[config.mk]
export PLATFORM = sky130hd
export DESIGN_NAME = hash_difficulty_estimate
export DESIGN_NICKNAME = d
export VERILOG_FILES = /design/src/hde_pkg.sv /design/src/hash_difficulty_estimate.sv /design/src/hde_front.sv /design/src/hde_queue.sv /design/src/hde_back.sv
export SDC_FILE = /design/constraint.sdc
export NUM_CORES = 2
export LEC_CHECK = 0
export BUFFER_PORTS_ARGS = -buffer_cell sky130_fd_sc_hd__buf_2
export CAP_MARGIN = 20
export CELL_PAD_IN_SITES_DETAIL_PLACEMENT = 1
export CELL_PAD_IN_SITES_GLOBAL_PLACEMENT = 1
export CORE_MARGIN = 1.5
export CORE_UTILIZATION = 46
export DETAILED_ROUTE_END_ITERATION = 8
export HOLD_SLACK_MARGIN = 0.15
export PLACE_DENSITY_LB_ADDON = 0.1
export SYNTH_ARGS = -nofsm -noshare
export SYNTH_HDL_FRONTEND = slang
export SYNTH_SLANG_ARGS = --single-unit
[constraint.sdc]
create_clock -name clk_i -period 7.8 [get_ports clk_i]
set_input_delay 0.39 -clock clk_i [delete_from_list [all_inputs] [get_ports clk_i]]
set_output_delay 0.39 -clock clk_i [all_outputs]
set_load 0.02 [all_outputs]
[src/hde_pkg.sv]
// Shared types and constants for the hash difficulty estimator.
`default_nettype none
package hde_pkg;

  // Difficulty-1 target, top aligned to hash byte 29.
  localparam logic [63:0] BaseTop     = 64'hFFFF_0000_0000_0000;
  localparam logic [4:0]  BaseMsbByte = 5'd29;

  // Divisor has its top byte nonzero unless zero_res is set, so the quotient fits in one byte.
  localparam int QuotWidth = 8;

  typedef struct packed {
    logic [63:0] divisor;   // eight bytes from the top byte down
    logic [4:0]  shift;     // bytes the top byte lies below byte 29
    logic        zero_res;  // hash zero or above base: result is 0
  } item_t;

  typedef struct packed {
    logic [63:0]          rem;
    logic [QuotWidth-1:0] quo;
    item_t                itm;
  } stage_t;

endpackage
`default_nettype wire

[src/hash_difficulty_estimate.sv]
// Top level of the hash difficulty estimator.
// Scores one 256-bit hash per clock cycle when nothing stalls. From input
// transfer to result a hash passes one front register that finds the top
// byte and gathers the divisor, the queue, eight divider stages that each
// resolve one quotient bit, and the output register. The output register
// holds a finished result while the output stalls. The queue (QueueDepth
// entries) lets the front end keep taking hashes for a while when the
// output stalls.
`default_nettype none
module hash_difficulty_estimate #(
  parameter int QueueDepth = 2
) (
  input  wire logic        clk_i,
  input  wire logic        rst_ni,
  input  wire logic        in_valid_i,
  output logic             in_stall_o,
  input  wire logic [63:0] hash_word_0_i,
  input  wire logic [63:0] hash_word_1_i,
  input  wire logic [63:0] hash_word_2_i,
  input  wire logic [63:0] hash_word_3_i,
  output logic             out_valid_o,
  input  wire logic        out_stall_i,
  output logic [63:0]      difficulty_o,
  output logic             saturated_o
);

  logic           push_valid, push_full, pop_valid, pop_ready;
  hde_pkg::item_t push_item, pop_item;

  hde_front u_front (
    .clk_i,
    .rst_ni,
    .in_valid_i,
    .in_stall_o,
    .hash_word_0_i,
    .hash_word_1_i,
    .hash_word_2_i,
    .hash_word_3_i,
    .push_valid_o (push_valid),
    .push_item_o  (push_item),
    .push_full_i  (push_full)
  );

  hde_queue #(
    .Depth (QueueDepth)
  ) u_queue (
    .clk_i,
    .rst_ni,
    .push_valid_i (push_valid),
    .push_item_i  (push_item),
    .full_o       (push_full),
    .pop_valid_o  (pop_valid),
    .pop_item_o   (pop_item),
    .pop_ready_i  (pop_ready)
  );

  hde_back u_back (
    .clk_i,
    .rst_ni,
    .item_valid_i (pop_valid),
    .item_i       (pop_item),
    .item_ready_o (pop_ready),
    .out_valid_o,
    .out_stall_i,
    .difficulty_o,
    .saturated_o
  );

endmodule
`default_nettype wire

[src/hde_front.sv]
// Front end: finds the top byte, classifies the hash and gathers the divisor.
`default_nettype none
module hde_front (
  input  wire logic          clk_i,
  input  wire logic          rst_ni,
  input  wire logic          in_valid_i,
  output logic               in_stall_o,
  input  wire logic [63:0]   hash_word_0_i,
  input  wire logic [63:0]   hash_word_1_i,
  input  wire logic [63:0]   hash_word_2_i,
  input  wire logic [63:0]   hash_word_3_i,
  output logic               push_valid_o,
  output hde_pkg::item_t     push_item_o,
  input  wire logic          push_full_i
);

  logic [255:0]   hash;
  logic [319:0]   padded;
  logic [31:0]    byte_nz;
  logic [4:0]     top;
  logic [8:0]     base;
  logic           load;
  logic           valid_q;
  hde_pkg::item_t item_d, item_q;

  assign hash   = {hash_word_3_i, hash_word_2_i, hash_word_1_i, hash_word_0_i};
  // 64 zero bits below byte 0 cover a top byte under byte 7
  assign padded = {hash, 64'd0};

  always_comb begin
    for (int b = 0; b < 32; b++) begin
      byte_nz[b] = |hash[b*8 +: 8];
    end
  end

  // highest nonzero byte among bytes 0..29; later hits win
  always_comb begin
    top = '0;
    for (int b = 0; b < 30; b++) begin
      if (byte_nz[b]) begin
        top = 5'(b);
      end
    end
  end

  assign base = {({1'b0, top} + 6'd1), 3'b000};

  always_comb begin
    item_d.divisor  = padded[base +: 64];
    item_d.shift    = hde_pkg::BaseMsbByte - top;
    item_d.zero_res = ~(|byte_nz[29:0]) | byte_nz[30] | byte_nz[31];
  end

  assign load         = !valid_q || !push_full_i;
  assign in_stall_o   = !load;
  assign push_valid_o = valid_q;
  assign push_item_o  = item_q;

  always_ff @(posedge clk_i or negedge rst_ni) begin
    if (!rst_ni) begin
      valid_q <= 1'b0;
    end else if (load) begin
      valid_q <= in_valid_i;
    end
  end

  always_ff @(posedge clk_i) begin
    if (load && in_valid_i) begin
      item_q <= item_d;
    end
  end

endmodule
`default_nettype wire

[src/hde_queue.sv]
// Small FIFO between the front end and the divider pipeline.
`default_nettype none
module hde_queue #(
  parameter int Depth = 2  // 2 or more
) (
  input  wire logic          clk_i,
  input  wire logic          rst_ni,
  input  wire logic          push_valid_i,
  input  hde_pkg::item_t     push_item_i,
  output logic               full_o,
  output logic               pop_valid_o,
  output hde_pkg::item_t     pop_item_o,
  input  wire logic          pop_ready_i
);

  localparam int PtrW = $clog2(Depth);
  localparam int CntW = $clog2(Depth + 1);

  hde_pkg::item_t mem_q [Depth];
  logic [PtrW-1:0] wr_ptr_q, wr_ptr_d, rd_ptr_q, rd_ptr_d;
  logic [CntW-1:0] count_q, count_d;
  logic push, pop;

  assign full_o      = (count_q == CntW'(Depth));
  assign pop_valid_o = (count_q != '0);
  assign pop_item_o  = mem_q[rd_ptr_q];
  assign push        = push_valid_i && !full_o;
  assign pop         = pop_valid_o && pop_ready_i;

  always_comb begin
    wr_ptr_d = wr_ptr_q;
    rd_ptr_d = rd_ptr_q;
    count_d  = count_q;
    if (push) begin
      wr_ptr_d = (wr_ptr_q == PtrW'(Depth - 1)) ? '0 : wr_ptr_q + 1'b1;
    end
    if (pop) begin
      rd_ptr_d = (rd_ptr_q == PtrW'(Depth - 1)) ? '0 : rd_ptr_q + 1'b1;
    end
    if (push && !pop) begin
      count_d = count_q + 1'b1;
    end else if (pop && !push) begin
      count_d = count_q - 1'b1;
    end
  end

  always_ff @(posedge clk_i or negedge rst_ni) begin
    if (!rst_ni) begin
      wr_ptr_q <= '0;
      rd_ptr_q <= '0;
      count_q  <= '0;
    end else begin
      wr_ptr_q <= wr_ptr_d;
      rd_ptr_q <= rd_ptr_d;
      count_q  <= count_d;
    end
  end

  always_ff @(posedge clk_i) begin
    if (push) begin
      mem_q[wr_ptr_q] <= push_item_i;
    end
  end

endmodule
`default_nettype wire

[src/hde_back.sv]
// Back end: pipelined restoring divider, byte scaling and output register.
`default_nettype none
module hde_back (
  input  wire logic          clk_i,
  input  wire logic          rst_ni,
  input  wire logic          item_valid_i,
  input  hde_pkg::item_t     item_i,
  output logic               item_ready_o,
  output logic               out_valid_o,
  input  wire logic          out_stall_i,
  output logic [63:0]        difficulty_o,
  output logic               saturated_o
);

  localparam int Steps = hde_pkg::QuotWidth;

  hde_pkg::stage_t st [Steps+1];
  logic            vld [Steps+1];
  logic            rdy [Steps+2];

  logic            out_valid_q;
  logic [63:0]     diff_q, diff_d;
  logic            sat_q, sat_d;
  logic [Steps-1:0] quo;
  logic [4:0]      shift;

  // stage 0 is the queue head
  assign st[0]        = '{rem: hde_pkg::BaseTop, quo: '0, itm: item_i};
  assign vld[0]       = item_valid_i;
  assign item_ready_o = rdy[1];

  assign rdy[Steps+1] = !out_valid_q || !out_stall_i;

  for (genvar j = 1; j <= Steps; j++) begin : g_step
    localparam int Bit = Steps - j;
    logic [71:0]     rem_x, div_x, diff_x;
    logic            ge;
    hde_pkg::stage_t nxt;
    hde_pkg::stage_t st_q;
    logic            vld_q;

    assign rdy[j]  = !vld[j] || rdy[j+1];
    assign rem_x   = {8'd0, st[j-1].rem};
    assign div_x   = {8'd0, st[j-1].itm.divisor} << Bit;
    assign ge      = rem_x >= div_x;
    assign diff_x  = rem_x - div_x;

    always_comb begin
      nxt          = st[j-1];
      nxt.quo[Bit] = ge;
      if (ge) begin
        nxt.rem = diff_x[63:0];
      end
    end

    always_ff @(posedge clk_i or negedge rst_ni) begin
      if (!rst_ni) begin
        vld_q <= 1'b0;
      end else if (rdy[j]) begin
        vld_q <= vld[j-1];
      end
    end

    always_ff @(posedge clk_i) begin
      if (rdy[j] && vld[j-1]) begin
        st_q <= nxt;
      end
    end

    assign vld[j] = vld_q;
    assign st[j]  = st_q;
  end

  // quotient is at most one byte: any scaling by eight or more bytes overflows
  assign quo   = st[Steps].quo;
  assign shift = st[Steps].itm.shift;

  always_comb begin
    if (st[Steps].itm.zero_res) begin
      diff_d = '0;
      sat_d  = 1'b0;
    end else if ((quo != '0) && (shift >= 5'd8)) begin
      diff_d = '1;
      sat_d  = 1'b1;
    end else begin
      diff_d = {56'd0, quo} << {shift[2:0], 3'b000};
      sat_d  = 1'b0;
    end
  end

  always_ff @(posedge clk_i or negedge rst_ni) begin
    if (!rst_ni) begin
      out_valid_q <= 1'b0;
    end else if (rdy[Steps+1]) begin
      out_valid_q <= vld[Steps];
    end
  end

  always_ff @(posedge clk_i) begin
    if (rdy[Steps+1] && vld[Steps]) begin
      diff_q <= diff_d;
      sat_q  <= sat_d;
    end
  end

  assign out_valid_o  = out_valid_q;
  assign difficulty_o = diff_q;
  assign saturated_o  = sat_q;

endmodule
`default_nettype wire

-- Word level (Yosys, flattened, before mapping)
Memory sizes are Yosys's and may differ from the RTL's.
Index checks and enable logic that the tools add are counted.
- register bits: 1129
- bits in latches: 0
- memory bits (writable): 140
- ROM bits: 0
- word-level logic and storage cells: 202
- memories kept: 1
- add/sub/neg operators: 13
- multiply operators: 0
- div/mod/pow operators: 0
- $lt $le $gt $ge: 9
- equality and inequality tests: 1
- shift-type cells: 2
- muxes and demuxes: 43
- bitwise gates (word level): 3
- reduce and logical (&&, ||, !) cells: 74
- memory list (memory ; words ; width ; read ports ; clocked after memory_dff ; write ports ; line ; RTL):
    u_queue.mem_q ; 2 ; 70 ; 1 ; 0 ; 1 ; hde_queue.sv:19 ; hde_pkg::item_t mem_q [Depth];
- operators by type and width (kind ; number):
    2-to-1 mux 64 bit ; 7
    subtractor 64 bit ; 6
    indexed part select 320 x 10 -> 64 bit ; 1
    OR reduction 8 bit ; 31
    OR reduction 240 bit ; 1
    greater-or-equal comparator 64 x 71 -> 1 bit (first input constant) ; 1
    greater-or-equal comparator 64 x 70 -> 1 bit ; 1
    2-to-1 mux 5 bit ; 14
    greater-or-equal comparator 64 x 69 -> 1 bit ; 1
    greater-or-equal comparator 64 x 68 -> 1 bit ; 1
    greater-or-equal comparator 64 x 67 -> 1 bit ; 1
    greater-or-equal comparator 64 x 66 -> 1 bit ; 1
    greater-or-equal comparator 64 x 65 -> 1 bit ; 1
    greater-or-equal comparator 64 bit ; 1
    << shifter 8 x 6 -> 64 bit ; 1
    subtractor 64 bit (first input constant) ; 1
    2-to-1 mux 4 bit ; 8
    logical NOT 1 bit ; 15
    logical AND 1 bit ; 14
    2-to-1 mux 3 bit ; 4
    logical OR 1 bit ; 10
    2-to-1 mux 2 bit ; 4
    nonzero test 8 bit ; 1
    adder 5 x 1 -> 6 bit (second input constant) ; 1
    10 further kinds ; 18

-- Longest topological paths before layout
- word-level depth: 32
- depth in mapped cells: 22
- mapped depth without buffers: 13

-- Hierarchy
From an unflattened synthesis, not the netlist that was laid out.
- cells, all modules: 7437
- area total of the unflattened synthesis: 77707.0 um^2
- by module, submodules not included (module ; instances ; cells an instance ; area an instance (um^2) ; seq. area each (um^2)):
    hde_back ; 1 ; 5763 ; 60181.5 ; 30764.5
    hde_front ; 1 ; 1437 ; 11922.7 ; 2127.0
    hde_queue ; 1 ; 237 ; 5602.9 ; 4304.1

-- Worst setup path before layout
Ideal clock, no wire load.
- kind: flip-flop to flip-flop
- from: register u_back.g_step[5].vld_q
- to: register u_back.g_step[4].st_q[0] (netlist bit), enable pin
- library setup time: 707 ps
- data arrival time: 7655 ps
- required time: 7093 ps
- setup slack: -563 ps
- cell stages (with the launch flop): 2
- buffers on the path: 0
- cells stage by stage: dfrtp_1 a31oi_1
- cells in the longest elaborated chain, start to end: 4
- ends and longest elaborated chain (what ; line ; RTL):
    start: declaration ; hde_back.sv:40 ; logic vld_q;
    start signal: assignment ; hde_back.sv:60 ; vld_q <= vld[j-1];
    logical NOT 1 bit ; hde_back.sv:42 ; assign rdy[j] = !vld[j] || rdy[j+1];
    logical OR 1 bit (2 in a row) ; hde_back.sv:42 ;
    logical AND 1 bit ; hde_back.sv:65 ; if (rdy[j] && vld[j-1]) begin
    end signal: assignment ; hde_back.sv:66 ; st_q <= nxt;
    end: declaration ; hde_back.sv:39 ; hde_pkg::stage_t st_q;
Every way passes these cells.
A chain may end at the register's enable or synchronous reset.

-- Worst setup path in the final report
- from: register u_queue.rd_ptr_q
- to: register u_back.g_step[1].st_q[138] (netlist bit) (data pin)
- cells in the longest elaborated chain, start to end: 2
- elaborated cells between the ends (all ways): 3
- classes of those cells: 1 x add/sub; 1 x order compare; 1 x memory
- ends and longest elaborated chain (what ; line ; RTL):
    start: declaration ; hde_queue.sv:20 ; logic [PtrW-1:0] wr_ptr_q, wr_ptr_d, rd_ptr_q, rd_ptr_d;
    start signal: assignment ; hde_queue.sv:54 ; rd_ptr_q <= rd_ptr_d;
    memory read (2 x 70 bit) * ; n/a ;
    subtractor 64 bit / greater-or-equal comparator 64 x 71 -> 1 bit (equally long branches) ; hde_back.sv:46, hde_back.sv:45 ;
    end signal: assignment ; hde_back.sv:66 ;
    end: declaration ; hde_back.sv:39 ;
Every way passes the cells marked *; elsewhere a longest branch is shown, timed or not.

==> impl_metrics.json <==
{
  "cp_slowest_stage_delay_ns": 0.81,
  "dp_hpwl_um": 191000,
  "drv_slew": 0,
  "synth_cells": 6992,
  "synthArstFlopShare": 0.0113,
  "cp.arrival_ns": 6.55,
  "total_power_mw": 38.2,
  "antenna_left": 0,
  "nets": 7930,
  "ir_worst_vdd_mv": 0.292,
  "io_pins": 327,
  "leakagePower_nw": 32.9,
  "finalCritPeriodShare": 0.777,
  "antenna_found_initial": 2,
  "ys.warnings.count": 0,
  "cts_tree": "done",
  "slew_headroom": 0.0872,
  "layout.area.seq_um2": 37200,
  "ys_seq_area_frac": 0.487,
  "synthesis.area_um2": 76300,
  "r2r-start": "u_queue.rd_ptr_q",
  "yosysMostFrequentCell": "edfxtp_1",
  "setup_viol": 0,
  "dr.pass1.iters": 5,
  "avgRoutedWirePerCell_um": 25.2,
  "synthTopCellsByCount": "edfxtp_1 (1227), inv_1 (562), a21oi_1 (521), nand2_1 (498), mux2i_1 (437)",
  "routed_wirelength_um": 241000,
  "gp_congestion": 0.993,
  "holdPathEnd": "u_front.push_item_o[44]",
  "htree_num_levels": 4,
  "numCtsBuffers": 137,
  "synthFlopType": "edfxtp_1",
  "holdCritStartpoint": "hash_word_0_i[6]",
  "insertion_delay_ns": 0.80,
  "hp-class": "in2reg",
  "netlist_top_cells_area": "edfxtp_1 (48%), ha_1 (7.0%), mux2i_1 (5.7%)",
  "num_rows": 149,
  "cp_max_fo": 43,
  "status": "finished clean",
  "grt-ovfl-total": 0,
  "cp_common_cell": "nand2_2",
  "critPathKind": "reg2reg",
  "synth_cell_types": 97,
  "drcViolationCount": 0,
  "core_area_um2": 165000,
  "worst_setup_path_end_kind": "flip-flop",
  "path_cells": "mux2i_1, o211ai_1, nor4_2, nand2_2, nor4_1, nand3b_1, or3_1, nor2b_1, nand4_2, nand2_2, inv_1, nand2_1",
  "power.density_nw_per_um2": 452,
  "cp-start-kind": "flip-flop",
  "cts.path.max_buffers": 3,
  "yosysTopAreaCell": "edfxtp_1",
  "clock-sinks": 1241,
  "grt_pass1_wl_um": 359000,
  "area_delta_synth_final_pct": 10.8,
  "tightest_slew_ns": 1.33,
  "synth-seq-cells": 1241,
  "start_util": 0.463,
  "fin_crit_ns": 6.06,
  "crit_required_ns": 8.29,
  "port-buffer-count": 326,
  "viasPerCell": 5.89,
  "synth_edf_count": 1227,
  "fillers": 17600,
  "reg2reg_to": "u_back.g_step[1].st_q[138]",
  "num_vias": 56200,
  "dp.cells": 9274,
  "syn_area_per_cell_um2": 10.9,
  "drive_gt1_frac": 0.128,
  "dieArea_um2": 168000,
  "fmax_mhz": 165,
  "drtIter0Drc": 3739,
  "r2r_slack_ns": 1.74,
  "reg2reg_depth": 12,
  "hold_path_depth": 3,
  "grt_setup_unrepaired": "false",
  "grt_usage": 0.279,
  "synth.top_cell.area_share": 0.483,
  "skew_ns": 0.0350,
  "cp_slowest_cell": "dfrtp_4",
  "clockRootBuffer": "clkbuf_16",
  "die_w_um": 410,
  "path_clk_slew_ns": 0.06,
  "grt_pass1_vias": 57200,
  "hold_viol_final": 0,
  "post_layout_nonfiller_instances": 9533,
  "setup_tns_ns": 0,
  "syn-num-nets": 7687,
  "max-cap-violations": 0,
  "grt_max_degree": 140,
  "die_h_um": 410,
  "multiInputGateArea_um2": 35700
}
[worst max-delay path: cells and delay by family, from the launching register on]
kind | cells | cell delay (ns)
flip-flops | 1 | 0.81
AO/OA/AOI/OAI | 1 | 0.25
multiplexers | 1 | 0.39
buffers and inverters | 1 | 0.63
AND/OR/NAND/NOR | 9 | 3.53
[registers in the layout (all words and copies together) (netlist names)]
name                  cells
u_back.g_step.st_q      939
u_queue.mem_q           140
u_front.push_item_o      70
u_back.difficulty_o      64
u_back.g_step.vld_q       8
u_back.quo                8
u_back.shift              5
u_queue.count_q           2
u_back.out_valid_o        1
u_back.saturated_o        1
u_front.push_valid_o      1
u_queue.rd_ptr_q          1
u_queue.wr_ptr_q          1
[worst max path at each step]
stage	start	to	slack, ns	depth (start not counted)
finish	u_queue.rd_ptr_q	u_back.g_step[1].st_q[138]	1.74	12
global route	u_queue.rd_ptr_q	u_back.g_step[1].st_q[138]	1.51	12
CTS	u_queue.rd_ptr_q	u_back.g_step[1].st_q[138]	1.63	12
detailed placement	u_queue.rd_ptr_q	u_back.g_step[1].st_q[138]	1.66	12
global placement	u_queue.rd_ptr_q	u_back.g_step[1].st_q[138]	1.80	12
floorplan	u_back.out_valid_o	u_back.g_step[6].st_q[0]	0.32	3
[cell type report]
class / count / share of cell area
antenna: 1 / 0.0000296
clock buffer: 182 / 0.0450
clock inverter: 65 / 0.00685
inverter: 565 / 0.0251
multi-input combinational: 4888 / 0.423
sequential: 1241 / 0.440
tap: 2189 / 0.0324
timing repair buffer: 402 / 0.0278
[kinds of logic (layout without fill, tap and decap cells)]
logic type,count (synthesis),count (layout),share of synthesized area
AOI/OAI and AO/OA,1881,1881,0.159
xor gates and xnor gates,383,383,0.0440
adders and majority gates,435,435,0.0719
buffers and inverters,863,1214,0.0466
DFF,1241,1241,0.487
muxes,703,703,0.0966
other,0,1,0
and+or+nand+nor,1486,1486,0.0943
[repair_timing]
item | 4_1_cts | 5_1_grt
gates resized for setup | 0 | 0
endpoints found under the hold margin | 21 | 0
buffers inserted | 0 | 0
hold buffers | 7 | 0
[layer usage]
metal	GRT usage	wire length [um]	vias up	share of wire
li1	-	-	26600	-
met5	0	13	-	0.000054
met3	0.0387	10300	469	0.043
met2	0.455	111000	1459	0.46
met1	0.361	105000	27600	0.44
met4	0.150	14100	2	0.058
[metrics by stage]
step	util	cell area (um2)	setup WS (ns)	hold WS [ns]
finish	0.513	84500	1.74	0.227
global route	0.513	84500	1.51	0.178
CTS	0.513	84500	1.63	0.157
detailed placement	0.486	80100	1.66	0.320
global placement	0.486	80000	1.80	0.298
floorplan	-	76300	0.325	0.0944
[layout by cell type, fill, tap and decap left out, types with 19 or more instances in the layout]
master / count
a21oi_1: 521
nand4_1: 95
o211ai_1: 41
a22oi_1: 49
clkinv_2: 19
a211oi_1: 84
buf_2: 328
o221ai_1: 33
buf_4: 54
xor2_1: 141
nand2_1: 498
mux2i_1: 437
mux2_2: 264
inv_1: 561
nor4_1: 76
a21boi_0: 21
o21bai_1: 54
o31ai_1: 30
clkbuf_1: 33
xnor2_1: 242
or4_1: 26
a21o_1: 308
a221o_1: 22
edfxtp_1: 1227
and2_1: 28
nand2b_1: 67
and3_1: 39
nand3_1: 92
or3_1: 29
clkbuf_16: 145
nor2b_1: 57
o21a_1: 45
a221oi_1: 52
a31oi_1: 56
ha_1: 429
o21ai_0: 389
nor2_1: 318
nor3_1: 78
[power breakdown]
group | total [mW] | internal [mW] | switching (mW)
combinational | 18.9 | 7.55 | 11.4
sequential | 12.9 | 11.1 | 1.83
clock | 6.34 | 3.68 | 2.66
total | 38.2 | 22.3 | 15.9
No activity file was read; power rests on OpenSTA's default activity.
